$ cat config.mk
export PLATFORM = sky130hd
export DESIGN_NAME = p1305_mulmod
export DESIGN_NICKNAME = d
export VERILOG_FILES = /design/src/p1305_pkg.sv /design/src/p1305_mulmod.sv
export SDC_FILE = /design/constraint.sdc
export NUM_CORES = 2
export LEC_CHECK = 0
export BUFFER_PORTS_ARGS = -buffer_cell sky130_fd_sc_hd__buf_4
export CORE_MARGIN = 8
export CORE_UTILIZATION = 30
export DETAILED_ROUTE_END_ITERATION = 12
export PLACE_DENSITY = 0.5
export SYNTH_ARGS = -nofsm -noshare
export SYNTH_HDL_FRONTEND = slang
export SYNTH_SLANG_ARGS = --single-unit
$ cat constraint.sdc
create_clock -name clk -period 20.4 [get_ports clk]
set_input_delay 1.02 -clock clk [delete_from_list [all_inputs] [get_ports clk]]
set_output_delay 1.02 -clock clk [all_outputs]
set_load 0.03 [all_outputs]
$ cat src/p1305_pkg.sv
package p1305_pkg;

    // limb layout of the 130-bit values
    localparam int LIMB_W      = 26;
    localparam int NUM_LIMBS   = 5;
    localparam int ACC_W       = LIMB_W * NUM_LIMBS;
    localparam int KEY_W       = 128;
    localparam int WORD_W      = 64;

    // multiplier operands: h limb plus message limb, and 5 * r limb
    localparam int HL_W        = LIMB_W + 1;
    localparam int CO_W        = LIMB_W + 3;
    localparam int PROD_W      = HL_W + CO_W;

    // column sums and carries
    localparam int D_W         = 60;
    localparam int CARRY_W     = D_W - LIMB_W;

    // sequencer counters
    localparam int CNT_W       = 3;
    localparam int PASS_W      = 2;
    localparam int NORM_PASSES = 3;
    localparam logic [CNT_W-1:0]  LAST_LIMB = CNT_W'(NUM_LIMBS - 1);
    localparam logic [PASS_W-1:0] LAST_PASS = PASS_W'(NORM_PASSES - 1);

endpackage

$ cat src/p1305_mulmod.sv
module p1305_mulmod (
    input  logic                       clk,
    input  logic                       rst_n,
    input  logic                       start,
    input  logic [p1305_pkg::ACC_W-1:0] acc,
    input  logic [p1305_pkg::ACC_W-1:0] msg,
    input  logic [p1305_pkg::KEY_W-1:0] r,
    output logic                       done,
    output logic [p1305_pkg::ACC_W-1:0] prod
);
    import p1305_pkg::*;

    typedef enum logic [1:0] {S_IDLE, S_MUL, S_NORM} state_t;

    state_t               state_reg, state_next;
    logic [CNT_W-1:0]     i_reg, i_next;
    logic [CNT_W-1:0]     j_reg, j_next;
    logic [PASS_W-1:0]    pass_reg, pass_next;
    logic [CARRY_W-1:0]   carry_reg, carry_next;
    logic                 done_reg, done_next;
    logic [D_W-1:0]       d_reg [NUM_LIMBS];
    logic [D_W-1:0]       d_next [NUM_LIMBS];

    logic [ACC_W-1:0]     r_ext;
    logic [LIMB_W-1:0]    acc_sel, msg_sel, r_sel;
    logic [HL_W-1:0]      h_limb;
    logic [CO_W-1:0]      r_wide, r_five, coef;
    logic [CNT_W:0]       col_sum;
    logic                 col_wrap;
    logic [CNT_W-1:0]     col_idx, rd_idx;
    logic [PROD_W-1:0]    product;
    logic [D_W-1:0]       rd_val, norm_sum;
    logic [CARRY_W-1:0]   norm_carry;
    logic [CARRY_W+2:0]   fold;

    // operand selection for the shared multiplier
    assign r_ext   = {{(ACC_W-KEY_W){1'b0}}, r};
    assign acc_sel = acc[LIMB_W*i_reg +: LIMB_W];
    assign msg_sel = msg[LIMB_W*i_reg +: LIMB_W];
    assign r_sel   = r_ext[LIMB_W*j_reg +: LIMB_W];
    assign h_limb  = {1'b0, acc_sel} + {1'b0, msg_sel};
    assign r_wide  = {3'b000, r_sel};
    assign r_five  = (r_wide << 2) + r_wide;

    // column of this partial product, wrapping columns fold in as 5 * r
    assign col_sum  = {1'b0, i_reg} + {1'b0, j_reg};
    assign col_wrap = (col_sum >= (CNT_W+1)'(NUM_LIMBS));
    assign col_idx  = col_wrap ? CNT_W'(col_sum - (CNT_W+1)'(NUM_LIMBS)) : col_sum[CNT_W-1:0];
    assign coef     = col_wrap ? r_five : r_wide;
    assign product  = h_limb * coef;

    // one column read per cycle, by column in multiply and by limb in carry pass
    assign rd_idx     = (state_reg == S_NORM) ? i_reg : col_idx;
    assign rd_val     = d_reg[rd_idx];
    assign norm_sum   = rd_val + D_W'(carry_reg);
    assign norm_carry = norm_sum[D_W-1:LIMB_W];
    assign fold       = ({norm_carry, 2'b00}) + {2'b00, norm_carry};

    // sequencer: 25 multiply-accumulate steps, then 3 carry passes of 5 limbs
    always_comb
    begin
        state_next = state_reg;
        i_next     = i_reg;
        j_next     = j_reg;
        pass_next  = pass_reg;
        carry_next = carry_reg;
        done_next  = 1'b0;
        for (int k = 0; k < NUM_LIMBS; k++)
        begin
            d_next[k] = d_reg[k];
        end
        case (state_reg)
            S_IDLE:
            begin
                if (start)
                begin
                    for (int k = 0; k < NUM_LIMBS; k++)
                    begin
                        d_next[k] = '0;
                    end
                    i_next     = '0;
                    j_next     = '0;
                    state_next = S_MUL;
                end
            end
            S_MUL:
            begin
                d_next[col_idx] = rd_val + D_W'(product);
                if (j_reg == LAST_LIMB)
                begin
                    j_next = '0;
                    if (i_reg == LAST_LIMB)
                    begin
                        i_next     = '0;
                        pass_next  = '0;
                        carry_next = '0;
                        state_next = S_NORM;
                    end
                    else
                    begin
                        i_next = i_reg + 1'b1;
                    end
                end
                else
                begin
                    j_next = j_reg + 1'b1;
                end
            end
            S_NORM:
            begin
                d_next[i_reg] = D_W'(norm_sum[LIMB_W-1:0]);
                if (i_reg == LAST_LIMB)
                begin
                    // overflow above 2^130 comes back in as times 5
                    d_next[0]  = d_reg[0] + D_W'(fold);
                    carry_next = '0;
                    i_next     = '0;
                    if (pass_reg == LAST_PASS)
                    begin
                        done_next  = 1'b1;
                        state_next = S_IDLE;
                    end
                    else
                    begin
                        pass_next = pass_reg + 1'b1;
                    end
                end
                else
                begin
                    carry_next = norm_carry;
                    i_next     = i_reg + 1'b1;
                end
            end
            default:
            begin
                state_next = S_IDLE;
            end
        endcase
    end

    always_ff @(posedge clk or negedge rst_n)
    begin
        if (!rst_n)
        begin
            state_reg <= S_IDLE;
            i_reg     <= '0;
            j_reg     <= '0;
            pass_reg  <= '0;
            carry_reg <= '0;
            done_reg  <= 1'b0;
        end
        else
        begin
            state_reg <= state_next;
            i_reg     <= i_next;
            j_reg     <= j_next;
            pass_reg  <= pass_next;
            carry_reg <= carry_next;
            done_reg  <= done_next;
        end
    end

    // column sums
    always_ff @(posedge clk)
    begin
        for (int k = 0; k < NUM_LIMBS; k++)
        begin
            d_reg[k] <= d_next[k];
        end
    end

    // reduced product, 26 bits from each column
    always_comb
    begin
        for (int k = 0; k < NUM_LIMBS; k++)
        begin
            prod[LIMB_W*k +: LIMB_W] = d_reg[k][LIMB_W-1:0];
        end
    end

    assign done = done_reg;

`ifndef ASSERT_OFF
    // done is a single-cycle pulse
    a_done_pulse: assert property (@(posedge clk) disable iff (!rst_n)
        done_reg |=> !done_reg)
        else $error("mulmod done held longer than one cycle");

    // a new product only starts when the sequencer is free
    a_start_idle: assert property (@(posedge clk) disable iff (!rst_n)
        start |-> (state_reg == S_IDLE))
        else $error("mulmod started while busy");

    // after the carry passes columns 1 and 4 hold no carry
    a_norm_clean: assert property (@(posedge clk) disable iff (!rst_n)
        done_reg |-> (d_reg[1][D_W-1:LIMB_W] == '0) && (d_reg[4][D_W-1:LIMB_W] == '0))
        else $error("mulmod columns not normalized at done");
`endif

endmodule

### Word level (Yosys, flattened, before mapping)

Memories as Yosys holds them, arrays and structs flattened.
Index checks and enable logic that the tools add are counted.

| storage, ports and cells | value |
|---|---|
| bits in registers | 45 |
| RAM bits | 300 |
| input bits | 391 |
| logic and storage cells | 89 |
| memories | 1 |

| cells by class | value |
|---|---|
| add/sub/neg operators | 11 |
| multiply operators | 3 |
| magnitude comparators | 5 |
| equal/unequal tests | 11 |
| shifts and indexed selects | 3 |
| muxes and demuxes | 36 |
| bitwise operators | 2 |
| reductions and logical operators | 11 |

Memories:

| memory | words | width | rd ports | clocked after memory_dff | write ports | RTL line | text |
|---|---|---|---|---|---|---|---|
| d_reg | 5 | 60 | 6 | 0 | 5 | p1305_mulmod.sv:21 | `logic [D_W-1:0] d_reg [NUM_LIMBS];` |

Operators with widths:

| kind | count |
|---|---|
| one-hot mux 300 bit (3 select lines) | 1 |
| bitwise mux 300 bit | 2 |
| variable part select 130 x 9 -> 26 bit | 3 |
| demux 60 bit (select 3 bit) | 2 |
| two-way mux 300 bit | 1 |
| two-way mux 60 bit | 3 |
| two-way mux 34 bit | 3 |
| one-hot mux 34 bit (2 select lines) | 1 |
| adder 60 x 34 -> 60 bit | 1 |
| adder 60 x 37 -> 60 bit | 1 |
| adder 60 x 56 -> 60 bit | 1 |
| multiplier 27 x 29 -> 56 bit | 1 |
| adder 36 x 34 -> 37 bit | 1 |
| adder 28 x 26 -> 29 bit | 1 |
| two-way mux 29 bit | 1 |
| adder 26 x 26 -> 27 bit | 1 |
| two-way mux 2 bit | 9 |
| two-way mux 3 bit | 6 |
| multiplier 4 x 3 -> 7 bit, first input constant | 2 |
| AND reduction 5 bit | 2 |
| one-hot mux 3 bit (3 select lines) | 1 |
| greater-or-equal comparator 4 bit, second input constant | 2 |
| < comparator 4 x 1 -> 1 bit, second input constant | 2 |
| != test 2 bit, second input constant | 4 |
| other kinds (20) | 30 |

### Logic depth before layout (Yosys ltp)

| logic depth | value |
|---|---|
| depth after elaboration | 10 |
| mapped depth | 48 |

### Worst setup path before layout

OpenSTA, ideal clock, no wires.

| timing path | value |
|---|---|
| path type | input port to flip-flop |
| start point | input port start |
| end point | memory d_reg[0][0] (enable) |
| setup time | 971 ps |
| arrival | 13565 ps |
| data required time | 19429 ps |
| path slack | 5864 ps |
| stages | 2 |
| buffers on the path | 0 |
| cell sequence | nor2b_1 -> nor2_1 |

RTL lines:

| element | RTL line | text |
|---|---|---|
| start, declared | p1305_mulmod.sv:4 | `input logic start,` |
| end, declared | p1305_mulmod.sv:21 |  |

==> impl_results.md <==
- Result of the run: finished clean
- DIE AREA: 207000 sq um
- Port-buffer cells: 521
- Most frequent standard cell in the layout excluding fill and tap cells: sky130_fd_sc_hd__inv_1
- Share of the clock period used by the worst path after layout: 69.9%
- Chip Height: 455 microns
- Share of final-layout standard cells stronger than drive strength 1: 13.1%
- Final hold violations: 0
- CTS root buffer: sky130_fd_sc_hd__clkbuf_16
- Worst-margin pin slew: 1.40 ns
- Delay contributed by the slowest stage of the critical path: 0.86 ns
- Main synth FF type: sky130_fd_sc_hd__edfxtp_1
- Portion of synthesized cell area occupied by the leading cell type: 26.6%
- Flop-to-flop setup slack: 6.15 ns
- Type of the worst setup path: reg -> reg
- Post-synth ARST share: 13.0%
- Critical Path End Type: register
- Yosys warns: 0
- Highest-delay cell along the critical path: sky130_fd_sc_hd__o221ai_1
- Clock-pin slew of the registers on the worst-case setup and hold paths: 0.08 ns
- Horizontal die dimension: 455 microns
- Reg2Reg Depth: 40
- Top post-synthesis cells by area: sky130_fd_sc_hd__fa_1, sky130_fd_sc_hd__edfxtp_1, sky130_fd_sc_hd__ha_1, sky130_fd_sc_hd__inv_1, sky130_fd_sc_hd__nand2_1
- Relative area change from synthesis to final layout: 13.2%
- Number of DRC markers after the initial detailed-route iteration: 5646
- Most numerous cell on the critical path: sky130_fd_sc_hd__fa_1
- GRT Resource Usage Total: 24.1%
- Post-synthesis instance area: 57700 sq um
- Required time at the worst-slack endpoint: 20.84 ns
- Pin count of the biggest net entering global routing: 171
- Synth cell types: 94
- Initial Utilization: 30.1%
- Clock latency at the later pin of the worst-skew pair: 0.65 ns
- Routed vias: 51400
- Remaining routing DRC violations: 0
- Unrepaired setup endpoints after global routing: no
- GRT overflow: 0
- Top-Level Pins: 522
- Detail Route Antenna Nets: 0
- Time the final worst path needs with I/O delays and setup: 14.25 ns
- Fraction of the yosys area taken by sequential cells: 17.6%
- Number of CTS-inserted buffers: 47
- Total routed wirelength: 256000 microns
- First-pass GRT wire length: 373000 microns
- Setup TNS after final layout: 0 ns
- Post-CTS setup repair buffer count: 0
- Library cell with the largest summed area after synthesis: sky130_fd_sc_hd__fa_1
- Total of max-cap violations: 0
- Critical path data arrival time: 14.69 ns
- EDFF count, synth: 300
- Clock Skews: 0.0472 ns
- Resize count post-CTS: 0
- Number of buffers inserted for hold repair after clock tree synthesis: 0
- Placed wire-length estimate: 198000 microns
- Avg WL per Cell: 27.0 microns
- Deepest clock path buffer count: 3
- Vias in the first global route: 52900
- Number of cells produced by synthesis: 6696
- Flop and latch count out of synthesis: 345
- Count of final max-slew check failures: 0
- Highest-count cells in the layout ignoring fill and taps: sky130_fd_sc_hd__inv_1, sky130_fd_sc_hd__nand2_1, sky130_fd_sc_hd__fa_1
- CP max FO: 23
- Placement row count: 161
- Number of nets in the synthesized netlist: 8196
- Core box area: 192000 sq um
- Launch point of the worst reg-to-reg path: j_reg[2]
- Critical register-to-register path endpoint: d_reg[0][58]
- Setup Viol. Count Final: 0
- Routability-driven placement congestion ratio: 0.956
- Initial antenna violation count: 11
- Number of levels in the clock H-tree: 2
- DRT Pass-1 Iters: 7
- Syn avg cell area: 8.62 sq um
- Hold/Removal Path Class: in -> async
- Worst rel slew slack: 6.05%
- Vias/cell: 5.43
- Startpoint type of the worst setup path: register
- Achievable clock frequency: 0.0702 GHz
- Count of nets after finishing: 8403
- Total number of clock tree sinks: 345
- Max reg flops: 300
- TritonCTS clock tree: built
[layout make-up]
cell class	instances	area (sq um)
antenna	7	17.5
sequential	345	10100
clock inverter	19	149
tap	2526	3160
timing repair buffer	662	4980
fill	20100	126000
inverter	986	3710
clock buffer	69	1300
multi-input combinational	4861	41900
[routing by layer]
metal / wire length, microns / share of wire (%) / global-route usage [%] / up-vias
met4: 13400 / 5.2 / 10.7 / 2
met5: 13 / 0.0051 / 0 / -
met1: 105000 / 41 / 32.3 / 25700
met3: 26200 / 10 / 5.39 / 444
li1: - / - / - / 22500
met2: 111000 / 44 / 37.3 / 2781
[worst max-delay path by stage]
stage          depth (start not counted)      from  slack [ns]            to
6_report                              40  j_reg[2]        6.15  d_reg[0][58]
5_1_grt                               40  j_reg[2]        5.35  d_reg[1][56]
4_1_cts                               40  j_reg[2]        6.31  d_reg[1][56]
3_5_place_dp                          40  j_reg[2]        6.44  d_reg[0][58]
3_3_place_gp                          40  j_reg[2]        6.67  d_reg[0][56]
2_1_floorplan                          2     start        5.86   d_reg[0][0]
[cell usage after synthesis (12+ instances only)]
cell                        instances
sky130_fd_sc_hd__a211oi_1          27
sky130_fd_sc_hd__a21o_1           112
sky130_fd_sc_hd__a21oi_1          310
sky130_fd_sc_hd__a222oi_1          68
sky130_fd_sc_hd__a22o_1            39
sky130_fd_sc_hd__a22oi_1          148
sky130_fd_sc_hd__a31oi_1           35
sky130_fd_sc_hd__and2_1            58
sky130_fd_sc_hd__and3_1            56
sky130_fd_sc_hd__buf_1             34
sky130_fd_sc_hd__buf_4            131
sky130_fd_sc_hd__clkbuf_1         327
sky130_fd_sc_hd__dfrtp_1           45
sky130_fd_sc_hd__edfxtp_1         300
sky130_fd_sc_hd__fa_1             767
sky130_fd_sc_hd__ha_1             342
sky130_fd_sc_hd__inv_1            984
sky130_fd_sc_hd__mux2_2            27
sky130_fd_sc_hd__mux2i_1          129
sky130_fd_sc_hd__mux4_2            53
sky130_fd_sc_hd__nand2_1          965
sky130_fd_sc_hd__nand2b_1          41
sky130_fd_sc_hd__nand3_1           96
sky130_fd_sc_hd__nand4_1           32
sky130_fd_sc_hd__nor2_1           697
sky130_fd_sc_hd__nor2b_1           38
sky130_fd_sc_hd__nor3_1            35
sky130_fd_sc_hd__o2111ai_1         16
sky130_fd_sc_hd__o211ai_1          26
sky130_fd_sc_hd__o21a_1            27
sky130_fd_sc_hd__o21ai_0          219
sky130_fd_sc_hd__o21bai_1          30
sky130_fd_sc_hd__o221ai_1          17
sky130_fd_sc_hd__o22a_1            14
sky130_fd_sc_hd__o22ai_1           52
sky130_fd_sc_hd__o31ai_1           12
sky130_fd_sc_hd__or2_2             12
sky130_fd_sc_hd__xnor2_1          123
sky130_fd_sc_hd__xor2_1            68
[worst max-delay path, delay by kind of cell (launching register included)]
family,cells,cell delay (ns)
simple gates,2,1.00
buf+inv,7,0.89
mux,1,0.16
flops,1,0.73
xor+xnor,2,0.48
fa+ha+maj,9,4.38
compound gates,19,6.34
[logic make-up after synthesis]
kind of cell,Yosys count,share of synthesized area [%]
flops,345,17.6
buf+inv,1490,10.6
fa+ha+maj,1109,34.0
mux,209,4.83
xor+xnor,191,2.90
simple gates,2083,15.2
compound gates,1269,14.9
[through the flow]
| step | area, sq um | worst slack (ns) | utilization (%) | hold slack, ns | std cells |
|---|---|---|---|---|---|
| finish | 65300 | 6.15 | 34.1 | 0.466 | 9475 |
| global route | 65300 | 5.35 | 34.1 | 0.508 | 9472 |
| CTS | 65300 | 6.31 | 34.1 | 0.468 | 9468 |
| detailed placement | 63900 | 6.44 | 33.3 | 0.495 | 9380 |
| global placement | 63900 | 6.67 | 33.3 | 0.490 | 9380 |
| floorplan | 57700 | 5.86 | - | 0.473 | 6696 |
Power is not shown: default switching activity piles up to over one toggle a cycle in this logic, so the estimate is an artifact.
